[config.mk]
export PLATFORM = sky130hd
export DESIGN_NAME = protobuf_field_encoder_top
export DESIGN_NICKNAME = d
export VERILOG_FILES = /design/src/rtl/pbfe_pkg.sv /design/src/rtl/protobuf_field_encoder_top.sv /design/src/rtl/pbfe_front.sv /design/src/rtl/pbfe_queue.sv /design/src/rtl/pbfe_back.sv
export SDC_FILE = /design/constraint.sdc
export NUM_CORES = 1
export LEC_CHECK = 0
export BUFFER_PORTS_ARGS = -buffer_cell sky130_fd_sc_hd__buf_4
export CORE_AREA = 8 8 199 201
export CTS_BUF_LIST = sky130_fd_sc_hd__clkbuf_16
export DETAILED_ROUTE_END_ITERATION = 8
export DIE_AREA = 0 0 207 209
export GPL_ROUTABILITY_DRIVEN = 0
export GPL_TIMING_DRIVEN = 1
export MAX_ROUTING_LAYER = met4
export PLACE_DENSITY = 0.68
export SETUP_SLACK_MARGIN = 0.5
export SLEW_MARGIN = 20
export SYNTH_ARGS = -nofsm -noshare
export SYNTH_HDL_FRONTEND = slang
export SYNTH_SLANG_ARGS = --single-unit
[constraint.sdc]
create_clock -name clk -period 5.1 [get_ports clk]
set_input_delay 1.02 -clock clk [delete_from_list [all_inputs] [get_ports clk]]
set_output_delay 1.02 -clock clk [all_outputs]
set_load 0.01 [all_outputs]
[src/rtl/pbfe_pkg.sv]
// Shared types and constants of the protobuf field encoder.
// No dependencies; used by every design module of the encoder (not by the checker).
package pbfe_pkg;

	localparam int unsigned FnumW = 29;
	localparam int unsigned KeyW = FnumW + 3;
	localparam int unsigned ValW = 64;
	localparam int unsigned QDepth = 2;
	localparam int unsigned QPtrW = $clog2(QDepth);
	localparam int unsigned QCntW = $clog2(QDepth + 1);

	typedef enum logic [2:0] {
		FUNC_VARINT = 3'd0,
		FUNC_ZIGZAG = 3'd1,
		FUNC_FIXED64 = 3'd2,
		FUNC_FIXED32 = 3'd3,
		FUNC_LENGTH = 3'd4,
		FUNC_RAW = 3'd5
	} func_t;

	localparam logic [2:0] WT_VARINT = 3'd0;
	localparam logic [2:0] WT_I64 = 3'd1;
	localparam logic [2:0] WT_LEN = 3'd2;
	localparam logic [2:0] WT_I32 = 3'd5;

	typedef enum logic [1:0] {
		MODE_VARINT = 2'd0,
		MODE_LE64 = 2'd1,
		MODE_LE32 = 2'd2,
		MODE_RAW = 2'd3
	} mode_t;

	typedef struct packed {
		logic [KeyW-1:0] key;
		logic has_key;
		mode_t mode;
		logic [ValW-1:0] val;
	} entry_t;

endpackage

[src/rtl/protobuf_field_encoder_top.sv]
// An accepted request passes the queue, the serializer's working registers and the
// output byte register. Throughput: one wire byte per cycle while out_stall is low;
// requests are 1 to 15 bytes each, and a request already queued follows with no gap.
// Up to two classified requests wait in the queue while the serializer is busy.
// Reset clears the queue pointers and all valid flags; payload registers keep data.
module protobuf_field_encoder_top (
	input logic clk,
	input logic arst_n,
	input logic in_valid,
	output logic in_stall,
	input logic [2:0] func,
	input logic with_key,
	input logic [28:0] field_num,
	input logic signed [63:0] value,
	output logic out_valid,
	input logic out_stall,
	output logic [7:0] out_byte,
	output logic last
);

	logic keep;
	pbfe_pkg::entry_t entry;
	logic q_full;
	logic q_pop;
	logic q_not_empty;
	pbfe_pkg::entry_t q_head;

	pbfe_front u_front (
		.func(func),
		.with_key(with_key),
		.field_num(field_num),
		.value(value),
		.keep(keep),
		.entry(entry)
	);

	pbfe_queue u_queue (
		.clk(clk),
		.arst_n(arst_n),
		.push(in_valid && keep),
		.push_entry(entry),
		.full(q_full),
		.pop(q_pop),
		.not_empty(q_not_empty),
		.head(q_head)
	);

	pbfe_back u_back (
		.clk(clk),
		.arst_n(arst_n),
		.q_not_empty(q_not_empty),
		.q_head(q_head),
		.q_pop(q_pop),
		.out_valid(out_valid),
		.out_stall(out_stall),
		.out_byte(out_byte),
		.last(last)
	);

	assign in_stall = q_full;

endmodule

[src/rtl/pbfe_front.sv]
// Front part: classifies one field request into a queue entry.
// Depends on pbfe_pkg.
module pbfe_front (
	input logic [2:0] func,
	input logic with_key,
	input logic [pbfe_pkg::FnumW-1:0] field_num,
	input logic signed [pbfe_pkg::ValW-1:0] value,
	output logic keep,
	output pbfe_pkg::entry_t entry
);

	logic [2:0] wt;
	logic [pbfe_pkg::ValW-1:0] zz;

	assign zz = {value[pbfe_pkg::ValW-2:0], 1'b0} ^ {pbfe_pkg::ValW{value[pbfe_pkg::ValW-1]}};

	always_comb begin
		keep = 1'b1;
		wt = pbfe_pkg::WT_VARINT;
		entry.has_key = with_key;
		entry.mode = pbfe_pkg::MODE_VARINT;
		entry.val = value;
		case (func)
			pbfe_pkg::FUNC_VARINT: begin
				wt = pbfe_pkg::WT_VARINT;
			end
			pbfe_pkg::FUNC_ZIGZAG: begin
				wt = pbfe_pkg::WT_VARINT;
				entry.val = zz;
			end
			pbfe_pkg::FUNC_FIXED64: begin
				wt = pbfe_pkg::WT_I64;
				entry.mode = pbfe_pkg::MODE_LE64;
			end
			pbfe_pkg::FUNC_FIXED32: begin
				wt = pbfe_pkg::WT_I32;
				entry.mode = pbfe_pkg::MODE_LE32;
			end
			pbfe_pkg::FUNC_LENGTH: begin
				wt = pbfe_pkg::WT_LEN;
			end
			pbfe_pkg::FUNC_RAW: begin
				entry.has_key = 1'b0;
				entry.mode = pbfe_pkg::MODE_RAW;
			end
			default: begin
				keep = 1'b0;
			end
		endcase
		entry.key = {field_num, wt};
	end

endmodule

[src/rtl/pbfe_queue.sv]
// Short queue of classified requests between the front and back parts.
// Depends on pbfe_pkg.
module pbfe_queue (
	input logic clk,
	input logic arst_n,
	input logic push,
	input pbfe_pkg::entry_t push_entry,
	output logic full,
	input logic pop,
	output logic not_empty,
	output pbfe_pkg::entry_t head
);

	pbfe_pkg::entry_t ent_q [pbfe_pkg::QDepth];
	logic [pbfe_pkg::QPtrW-1:0] wr_ptr_q;
	logic [pbfe_pkg::QPtrW-1:0] rd_ptr_q;
	logic [pbfe_pkg::QCntW-1:0] count_q;
	logic do_push;
	logic do_pop;

	assign full = (count_q == pbfe_pkg::QCntW'(pbfe_pkg::QDepth));
	assign not_empty = (count_q != '0);
	assign do_push = push && !full;
	assign do_pop = pop && not_empty;
	assign head = ent_q[rd_ptr_q];

	always_ff @(posedge clk or negedge arst_n) begin
		if (!arst_n) begin
			wr_ptr_q <= '0;
			rd_ptr_q <= '0;
			count_q <= '0;
		end else begin
			if (do_push) begin
				wr_ptr_q <= wr_ptr_q + 1'b1;
			end
			if (do_pop) begin
				rd_ptr_q <= rd_ptr_q + 1'b1;
			end
			if (do_push && !do_pop) begin
				count_q <= count_q + pbfe_pkg::QCntW'(1);
			end else if (do_pop && !do_push) begin
				count_q <= count_q - pbfe_pkg::QCntW'(1);
			end
		end
	end

	always_ff @(posedge clk) begin
		if (do_push) begin
			ent_q[wr_ptr_q] <= push_entry;
		end
	end

endmodule

[src/rtl/pbfe_back.sv]
// Back part: serializes one queued request into wire bytes, one per cycle while out_stall is low.
// Depends on pbfe_pkg.
module pbfe_back (
	input logic clk,
	input logic arst_n,
	input logic q_not_empty,
	input pbfe_pkg::entry_t q_head,
	output logic q_pop,
	output logic out_valid,
	input logic out_stall,
	output logic [7:0] out_byte,
	output logic last
);

	logic wk_valid_q;
	logic phase_key_q;
	logic [pbfe_pkg::KeyW-1:0] key_q;
	pbfe_pkg::mode_t mode_q;
	logic [pbfe_pkg::ValW-1:0] val_q;
	logic [2:0] cnt_q;
	logic out_valid_q;
	logic [7:0] out_byte_q;
	logic last_q;

	logic advance;
	logic load;
	logic key_more;
	logic val_more;
	logic [7:0] nb;
	logic nl;

	assign advance = !out_valid_q || !out_stall;
	assign key_more = |key_q[pbfe_pkg::KeyW-1:7];
	assign val_more = |val_q[pbfe_pkg::ValW-1:7];

	always_comb begin
		nb = val_q[7:0];
		nl = 1'b1;
		if (phase_key_q) begin
			nb = {key_more, key_q[6:0]};
			nl = 1'b0;
		end else begin
			case (mode_q)
				pbfe_pkg::MODE_VARINT: begin
					nb = {val_more, val_q[6:0]};
					nl = !val_more;
				end
				pbfe_pkg::MODE_LE64, pbfe_pkg::MODE_LE32: begin
					nl = (cnt_q == 3'd0);
				end
				default: begin
					nl = 1'b1;
				end
			endcase
		end
	end

	assign load = advance && (!wk_valid_q || nl);
	assign q_pop = load;

	always_ff @(posedge clk or negedge arst_n) begin
		if (!arst_n) begin
			wk_valid_q <= 1'b0;
			out_valid_q <= 1'b0;
		end else if (advance) begin
			out_valid_q <= wk_valid_q;
			if (load) begin
				wk_valid_q <= q_not_empty;
			end
		end
	end

	always_ff @(posedge clk) begin
		if (advance) begin
			out_byte_q <= nb;
			last_q <= nl;
			if (load) begin
				key_q <= q_head.key;
				phase_key_q <= q_head.has_key;
				mode_q <= q_head.mode;
				val_q <= q_head.val;
				cnt_q <= (q_head.mode == pbfe_pkg::MODE_LE64) ? 3'd7 : 3'd3;
			end else if (phase_key_q) begin
				key_q <= {7'd0, key_q[pbfe_pkg::KeyW-1:7]};
				phase_key_q <= key_more;
			end else if (mode_q == pbfe_pkg::MODE_VARINT) begin
				val_q <= {7'd0, val_q[pbfe_pkg::ValW-1:7]};
			end else begin
				val_q <= {8'd0, val_q[pbfe_pkg::ValW-1:8]};
				cnt_q <= cnt_q - 3'd1;
			end
		end
	end

	assign out_valid = out_valid_q;
	assign out_byte = out_byte_q;
	assign last = last_q;

endmodule

== After elaboration in Yosys (flattened, before gate mapping) ==
Memory sizes are Yosys's and may differ from the RTL's.
Index checks and enable logic that the tools add are counted.

* Add/sub/neg operators: 5
* Eq/ne operators: 11
* Muxes and demuxes: 24
* Bitwise gates (word level): 1
* Reductions and logical operators: 29

{| class="wikitable"
|+ Operators with widths
! operator !! number
|-
| 64-bit 2-to-1 mux || 3
|-
| 32-bit 2-to-1 mux || 2
|-
| 64-bit XOR || 1
|-
| 57-bit 2-to-1 mux || 1
|-
| 57-bit OR reduction || 1
|-
| 25-bit OR reduction || 1
|-
| 8-bit 2-to-1 mux || 2
|-
| 3-bit 2-to-1 mux || 4
|-
| 3-bit case mux with 3 select lines || 1
|-
| 1-bit logical NOT || 7
|-
| 1-bit 2-to-1 mux || 7
|-
| 3-bit by 2-bit equality test with 1-bit output (second input constant) || 2
|-
| 3-bit equality test (second input constant) || 2
|-
| 1-bit logical AND || 6
|-
| 3-bit logical NOT || 2
|-
| 2-bit case mux with 3 select lines || 1
|-
| 2-bit AND reduction || 3
|-
| 2-bit nonzero test || 3
|-
| 6-bit OR reduction || 1
|-
| 2-bit by 1-bit equality test with 1-bit output (second input constant) || 2
|-
| 2-bit equality test (second input constant) || 2
|-
| 2-bit 2-to-1 mux || 2
|-
| 2-bit != test (second input constant) || 2
|-
| 3-bit by 1-bit equality test with 1-bit output (second input constant) || 1
|-
| other kinds (9) || 11
|}

* Bits in registers: 117
* Bits in writable memories: 198
* Input port bits: 101
* Word-level logic and storage cells: 83
* Memories kept: 1

{| class="wikitable"
|+ Memories
! name !! words !! width !! rd ports !! clocked after Yosys merged registers in !! write ports !! RTL line !! text
|-
| u_queue.ent_q || 2 || 99 || 1 || 0 || 1 || pbfe_queue.sv:14 || <nowiki>pbfe_pkg::entry_t ent_q [pbfe_pkg::QDepth];</nowiki>
|}

== Longest topological paths before layout ==
* Depth in word-level cells: 10
* Mapped depth: 13
* Gate-level depth less buffers: 11

== Cells and area by module ==
A second synthesis with hierarchy kept.

* Cells, all modules: 1349
* Area, all modules: 17591.9 µm²

{| class="wikitable"
|+ Modules (own cells, without submodules)
! module !! instances !! cells each !! area each (µm²) !! sequential area each (µm²)
|-
| pbfe_queue || 1 || 327 || 7843.8 || 6045.8
|-
| pbfe_back || 1 || 840 || 7790.0 || 3383.2
|-
| pbfe_front || 1 || 181 || 1951.9 || 0.0
|-
| protobuf_field_encoder_top || 1 || 1 || 6.3 || 0.0
|}

== Worst setup path before layout ==
OpenSTA, ideal clock, no wires.

* Kind: input-to-reg
* Start: input port func[2]
* End: memory u_queue.ent_q[0][0] (netlist name), enable pin
* Arrival time: 5.334 ns
* Required time: 4.542 ns
* Path slack: -0.792 ns
* Stages on the path: 3
* Buffers on the path: 0
* Cell sequence: nand2_1 > nand3_1 > nor2_1

* Word-level cells in the longest chain between the ends: 7
* Elaborated cells between the ends (all ways): 12

{| class="wikitable"
|+ RTL lines
! element !! RTL line !! text
|-
| start, declared || protobuf_field_encoder_top.sv:11 || <nowiki>input logic [2:0] func,</nowiki>
|-
| 3-bit equality test (tied with other cells) || pbfe_front.sv:23 || <nowiki>case (func)</nowiki>
|-
| 6-bit OR reduction (no source line) * || -- ||
|-
| 1-bit 2-to-1 mux * || pbfe_front.sv:23 ||
|-
| 1-bit logical AND * || protobuf_field_encoder_top.sv:40 || <nowiki>.push(in_valid && keep),</nowiki>
|-
| 1-bit logical AND * || pbfe_queue.sv:23 || <nowiki>assign do_push = push && !full;</nowiki>
|-
| 1-bit 2-to-1 mux * || pbfe_queue.sv:48 || <nowiki>if (do_push) begin</nowiki>
|-
| 1-bit 2-to-1 mux (implied by the code) * || pbfe_queue.sv:49 || <nowiki>ent_q[wr_ptr_q] <= push_entry;</nowiki>
|-
| end, declared || pbfe_queue.sv:14 ||
|}

Mark *: on every way between the ends. The rest lies on a longest branch, timed or not.

== Worst setup path after layout ==
* Start: register u_back.val_q[16] (netlist name)
* End: register u_back.key_q[27] (netlist name), enable pin

* Word-level cells in the longest chain between the ends: 8

{| class="wikitable"
|+ RTL lines
! element !! RTL line !! text
|-
| start, declared || pbfe_back.sv:19 || <nowiki>logic [pbfe_pkg::ValW-1:0] val_q;</nowiki>
|-
| start signal, assigned || pbfe_back.sv:81 || <nowiki>val_q <= q_head.val;</nowiki>
|-
| start signal, assigned || pbfe_back.sv:87 || <nowiki>val_q <= {7'd0, val_q[pbfe_pkg::ValW-1:7]};</nowiki>
|-
| start signal, assigned || pbfe_back.sv:89 || <nowiki>val_q <= {8'd0, val_q[pbfe_pkg::ValW-1:8]};</nowiki>
|-
| 57-bit OR reduction || pbfe_back.sv:34 || <nowiki>assign val_more = |val_q[pbfe_pkg::ValW-1:7];</nowiki>
|-
| 1-bit logical NOT || pbfe_back.sv:46 || <nowiki>nl = !val_more;</nowiki>
|-
| 1-bit case mux with 2 select lines || pbfe_back.sv:43 || <nowiki>case (mode_q)</nowiki>
|-
| 1-bit 2-to-1 mux || pbfe_back.sv:39 || <nowiki>if (phase_key_q) begin</nowiki>
|-
| 1-bit logical OR || pbfe_back.sv:58 || <nowiki>assign load = advance && (!wk_valid_q || nl);</nowiki>
|-
| 1-bit logical AND || pbfe_back.sv:58 ||
|-
| 2-bit nonzero test (no source line) || -- ||
|-
| 2-bit AND reduction (no source line) || -- ||
|-
| end signal, assigned || pbfe_back.sv:78 || <nowiki>key_q <= q_head.key;</nowiki>
|-
| end signal, assigned || pbfe_back.sv:84 || <nowiki>key_q <= {7'd0, key_q[pbfe_pkg::KeyW-1:7]};</nowiki>
|-
| end, declared || pbfe_back.sv:17 || <nowiki>logic [pbfe_pkg::KeyW-1:0] key_q;</nowiki>
|}

No other way between the ends.
A chain may end at the register's enable or synchronous reset.

==> run_results.csv <==
group,metric,value,unit
power_and_ir_drop,cell_internal_pwr,6.42,mW
finish,postLayoutCoreUtil,51.3,%
synth,synthTopCellsByArea,"edfxtp_1 (56%), mux2i_1 (5.9%), a311oi_2 (5.1%), mux2_2 (4.5%), xnor2_1 (3.5%)",
power_and_ir_drop,power.density,520,mW/mm2
timing,min_period,3.47,ns
clocking,clock-sinks,315,
run,maxCapViolCount,0,
timing,max_slew_margin,23.4,%
timing,worstMarginPinSlew,1.14,ns
global_route,antenna_found_initial,1,
synth,synth_cells,1343,
worst_setup_path,crit_start,"u_back.val_q[16]$_DFFE_PP_",
routing,avgRoutedWirePerCell,19.5,um
global_route,grt_first_pass_wirelength,58500,um
synth,syn_area,0.0165,mm2
global_route,use_met2,26.5,%
worst_setup_path,slowest_stage,"nor4_4",
synth,yosys.area.top_type,"edfxtp_1",
timing,fmax,0.288,GHz
synth,synth_cell_types,42,
placement,pre_cts_ws,1.71,ns
routing,first_pass_iters,8,
synth,synth_top_area_share,56.3,%
global_route,grtUsageMet3,2.30,%
worst_setup_path,crit_required,5.25,ns
power_and_ir_drop,power.leakage,6.60,nW
worst_setup_path,critPathArrivalTime,3.62,ns
timing,finalCritPeriodShare,68.0,%
worst_setup_path,end_kind,"flop",
clocking,ctsResizeCount,0,
synth,synth_edf_count,309,
power_and_ir_drop,power_frac_seq,43.4,%
routing,routed_via_density,5.98,
global_route,met1_usage,22.1,%
placement,portBuffers,111,
finish,final_cells,1882,
timing,final.setup.worst_slack,1.63,ns
synth,synthFlopType,"edfxtp_1",
clocking,numCtsBuffers,34,
clocking,h-tree-depth,2,
synth,synth_fp_nets,1449,
global_route,top_usage_layer,"met2",
timing,slew_viol_final,0,
timing,rsz0062_at_grt,"false",
synth,avgSynthCellArea,12.3,um2
power_and_ir_drop,switching_share,33.7,%
worst_setup_path,rr_startpoint,"u_back.val_q[16]$_DFFE_PP_",
synth,ys_ff_latch,315,
routing,vias,11300,
clocking,clock_tree.buffer_depth,3,
die,rows,70,
worst_setup_path,path_buf_inv,1,
worst_setup_path,start_kind,"flop",
worst_setup_path,critPathKind,"reg -> reg",
power_and_ir_drop,power_switching,3.27,mW
worst_setup_path,crit_chain,"nor4_1, nand4_1, nor4_4, nor2_1, a32oi_2, buf_4",
global_route,grt_max_degree,114,
clocking,ctsHoldBuffers,0,
routing,wirelength,36600,um
clocking,tritoncts,"done",
synth,synth-async-reset-ratio,1.90,%
clocking,clock_latency,0.51,ns
die,fp.dieArea,0.0433,mm2
die,die_h,209,um
finish,fin_nets,1497,
timing,fin_skew,0.0139,ns
global_route,grt_overflow_total,0,
min_path,hold_path_class,"in -> async",
power_and_ir_drop,clkPwrFrac,23.4,%
timing,setup_violations,0,
global_route,track_usage,16.8,%
global_route,grt_pass1_vias,10900,
synth,synth_warnings,0,
finish,drive_gt1_share,22.8,%
placement,place_hpwl,23000,um
routing,drt_iter0_drc,991,
timing,fin_setup_tns,0,ns
finish,area.growth.synth_to_final,12.9,%
power_and_ir_drop,total_power,9.68,mW
timing,hold_viol_final,0,
clocking,clk_pin_slew,0.07,ns
die,pin_count,112,
worst_setup_path,crit_family,"simple AND/OR/NAND/NOR gates",
routing,ant_nets,0,
die,die_width,207,um
die,coreArea,0.0363,mm2
placement,placed_cells,1823,
clocking,clockRootBuffer,"clkbuf_16",
clocking,post_cts_buffers,0,
worst_setup_path,ff2ff_setup_slack,1.63,ns
status,outcome,"finished, final reports clean",
worst_setup_path,cp_max_fo,32,
synth,synth_seq_area_share,57.2,%
power_and_ir_drop,ir_drop,0.000313,V
die,start_util,45.4,%
routing,drc,0,
power_and_ir_drop,p_comb_share,33.2,%
worst_setup_path,slowest_delay,1.04,ns
## worst reg2reg max path, cell delays in order, from the launching register on
cell	delay [ns]
edfxtp_1	0.45
nor4_1	0.40
nand4_1	0.31
nor4_4	1.04
nor2_1	0.21
a32oi_2	0.27
buf_4	0.42
## stage by stage
| step | hold slack (ns) | area [um2] |
|---|---|---|
| final | 0.330 | 18600 |
| after global routing | 0.311 | 18600 |
| after CTS | 0.309 | 18600 |
| after detailed placement | 0.509 | 17600 |
| after global placement | 0.497 | 17600 |
| after floorplan | 0.477 | 16500 |
## power by group through the flow
stage                     Clock [mW]  Sequential (mW)  Combinational (mW)
final                           2.27             4.20                3.21
after global routing            2.41             4.26                3.53
after CTS                       2.31             4.20                3.23
after detailed placement           0             4.24                3.22
after global placement             0             4.23                3.12
after floorplan                    0             4.04                2.57
## kinds of logic after synthesis
group	count (synthesis)	share of synthesized area, %
xor gates and xnor gates	68	3.61
AOI/OAI and AO/OA	236	12.7
and+or+nand+nor	422	11.9
buffers and inverters	134	3.84
adders and majority gates	5	0.380
DFF	315	57.2
muxes	163	10.4
## cell usage in the layout (no fill, tap or decap), drive strengths merged, types with 4 or more instances in the layout
master  count
xnor2      66
o221ai     56
a221oi     26
edfxtp    309
ha          5
a21oi      78
mux2i      97
dfrtp       6
nand2b      4
clkinv     14
mux2       66
nand2     144
inv        18
buf       135
nand4      31
and2        4
o21ai       5
a31oi       5
nor2      123
nand3      32
nor4       75
clkbuf     35
a311oi     56
## flip-flops by register name, summed over array words and instances (netlist names), 2 cells and up
| name | cells |
|---|---|
| u_back.cnt_q | 3 |
| u_back.mode_q | 2 |
| u_queue.count_q | 2 |
| u_back.key_q | 32 |
| u_back.val_q | 64 |
| u_back.out_byte | 8 |
| u_queue.ent_q | 198 |
## cell usage after synthesis, types with 4 or more instances
| cell type | count |
|---|---|
| a21oi_1 | 78 |
| a221oi_1 | 26 |
| a311oi_2 | 56 |
| a31oi_1 | 5 |
| and2_1 | 4 |
| buf_1 | 19 |
| buf_2 | 20 |
| buf_6 | 13 |
| clkbuf_1 | 69 |
| dfrtp_1 | 6 |
| edfxtp_1 | 309 |
| ha_1 | 5 |
| inv_1 | 10 |
| mux2_2 | 66 |
| mux2i_1 | 97 |
| nand2_1 | 144 |
| nand2b_1 | 4 |
| nand3_1 | 32 |
| nand4_1 | 31 |
| nor2_1 | 123 |
| nor4_1 | 74 |
| o21ai_0 | 4 |
| o221ai_1 | 56 |
| xnor2_1 | 66 |
## path summary, 6_finish.rpt
check	cells past startpoint	endpoint
worst max-delay path	6	u_back.key_q[27]$_SDFFCE_PP0P_
worst min register to register	1	u_queue.count_q[1]$_DFFE_PN0P_
worst max register to register	6	u_back.key_q[27]$_SDFFCE_PP0P_
min in group clk	1	u_queue.count_q[1]$_DFFE_PN0P_
max in group asynchronous	1	u_queue.rd_ptr_q$_DFFE_PN0P_
worst min-delay path	1	u_queue.rd_ptr_q$_DFFE_PN0P_
## area by class of cell
| cell class | instances | area (um2) |
|---|---|---|
| antenna | 1 | 2.50 |
| sequential | 315 | 9430 |
| clock buffer | 35 | 876 |
| timing repair buffer | 135 | 1040 |
| clock inverter | 23 | 146 |
| tap | 468 | 586 |
| fill | 3124 | 17700 |
| inverter | 11 | 42.5 |
| multi-input combinational | 894 | 6480 |
## layer usage
metal  share of wire (%)  wire (um)
met5                   0          0
met4                 2.7        974
met3                 5.6       2030
met2                  47      17200
met1                  45      16400
Power figures use the tool's default switching activity.
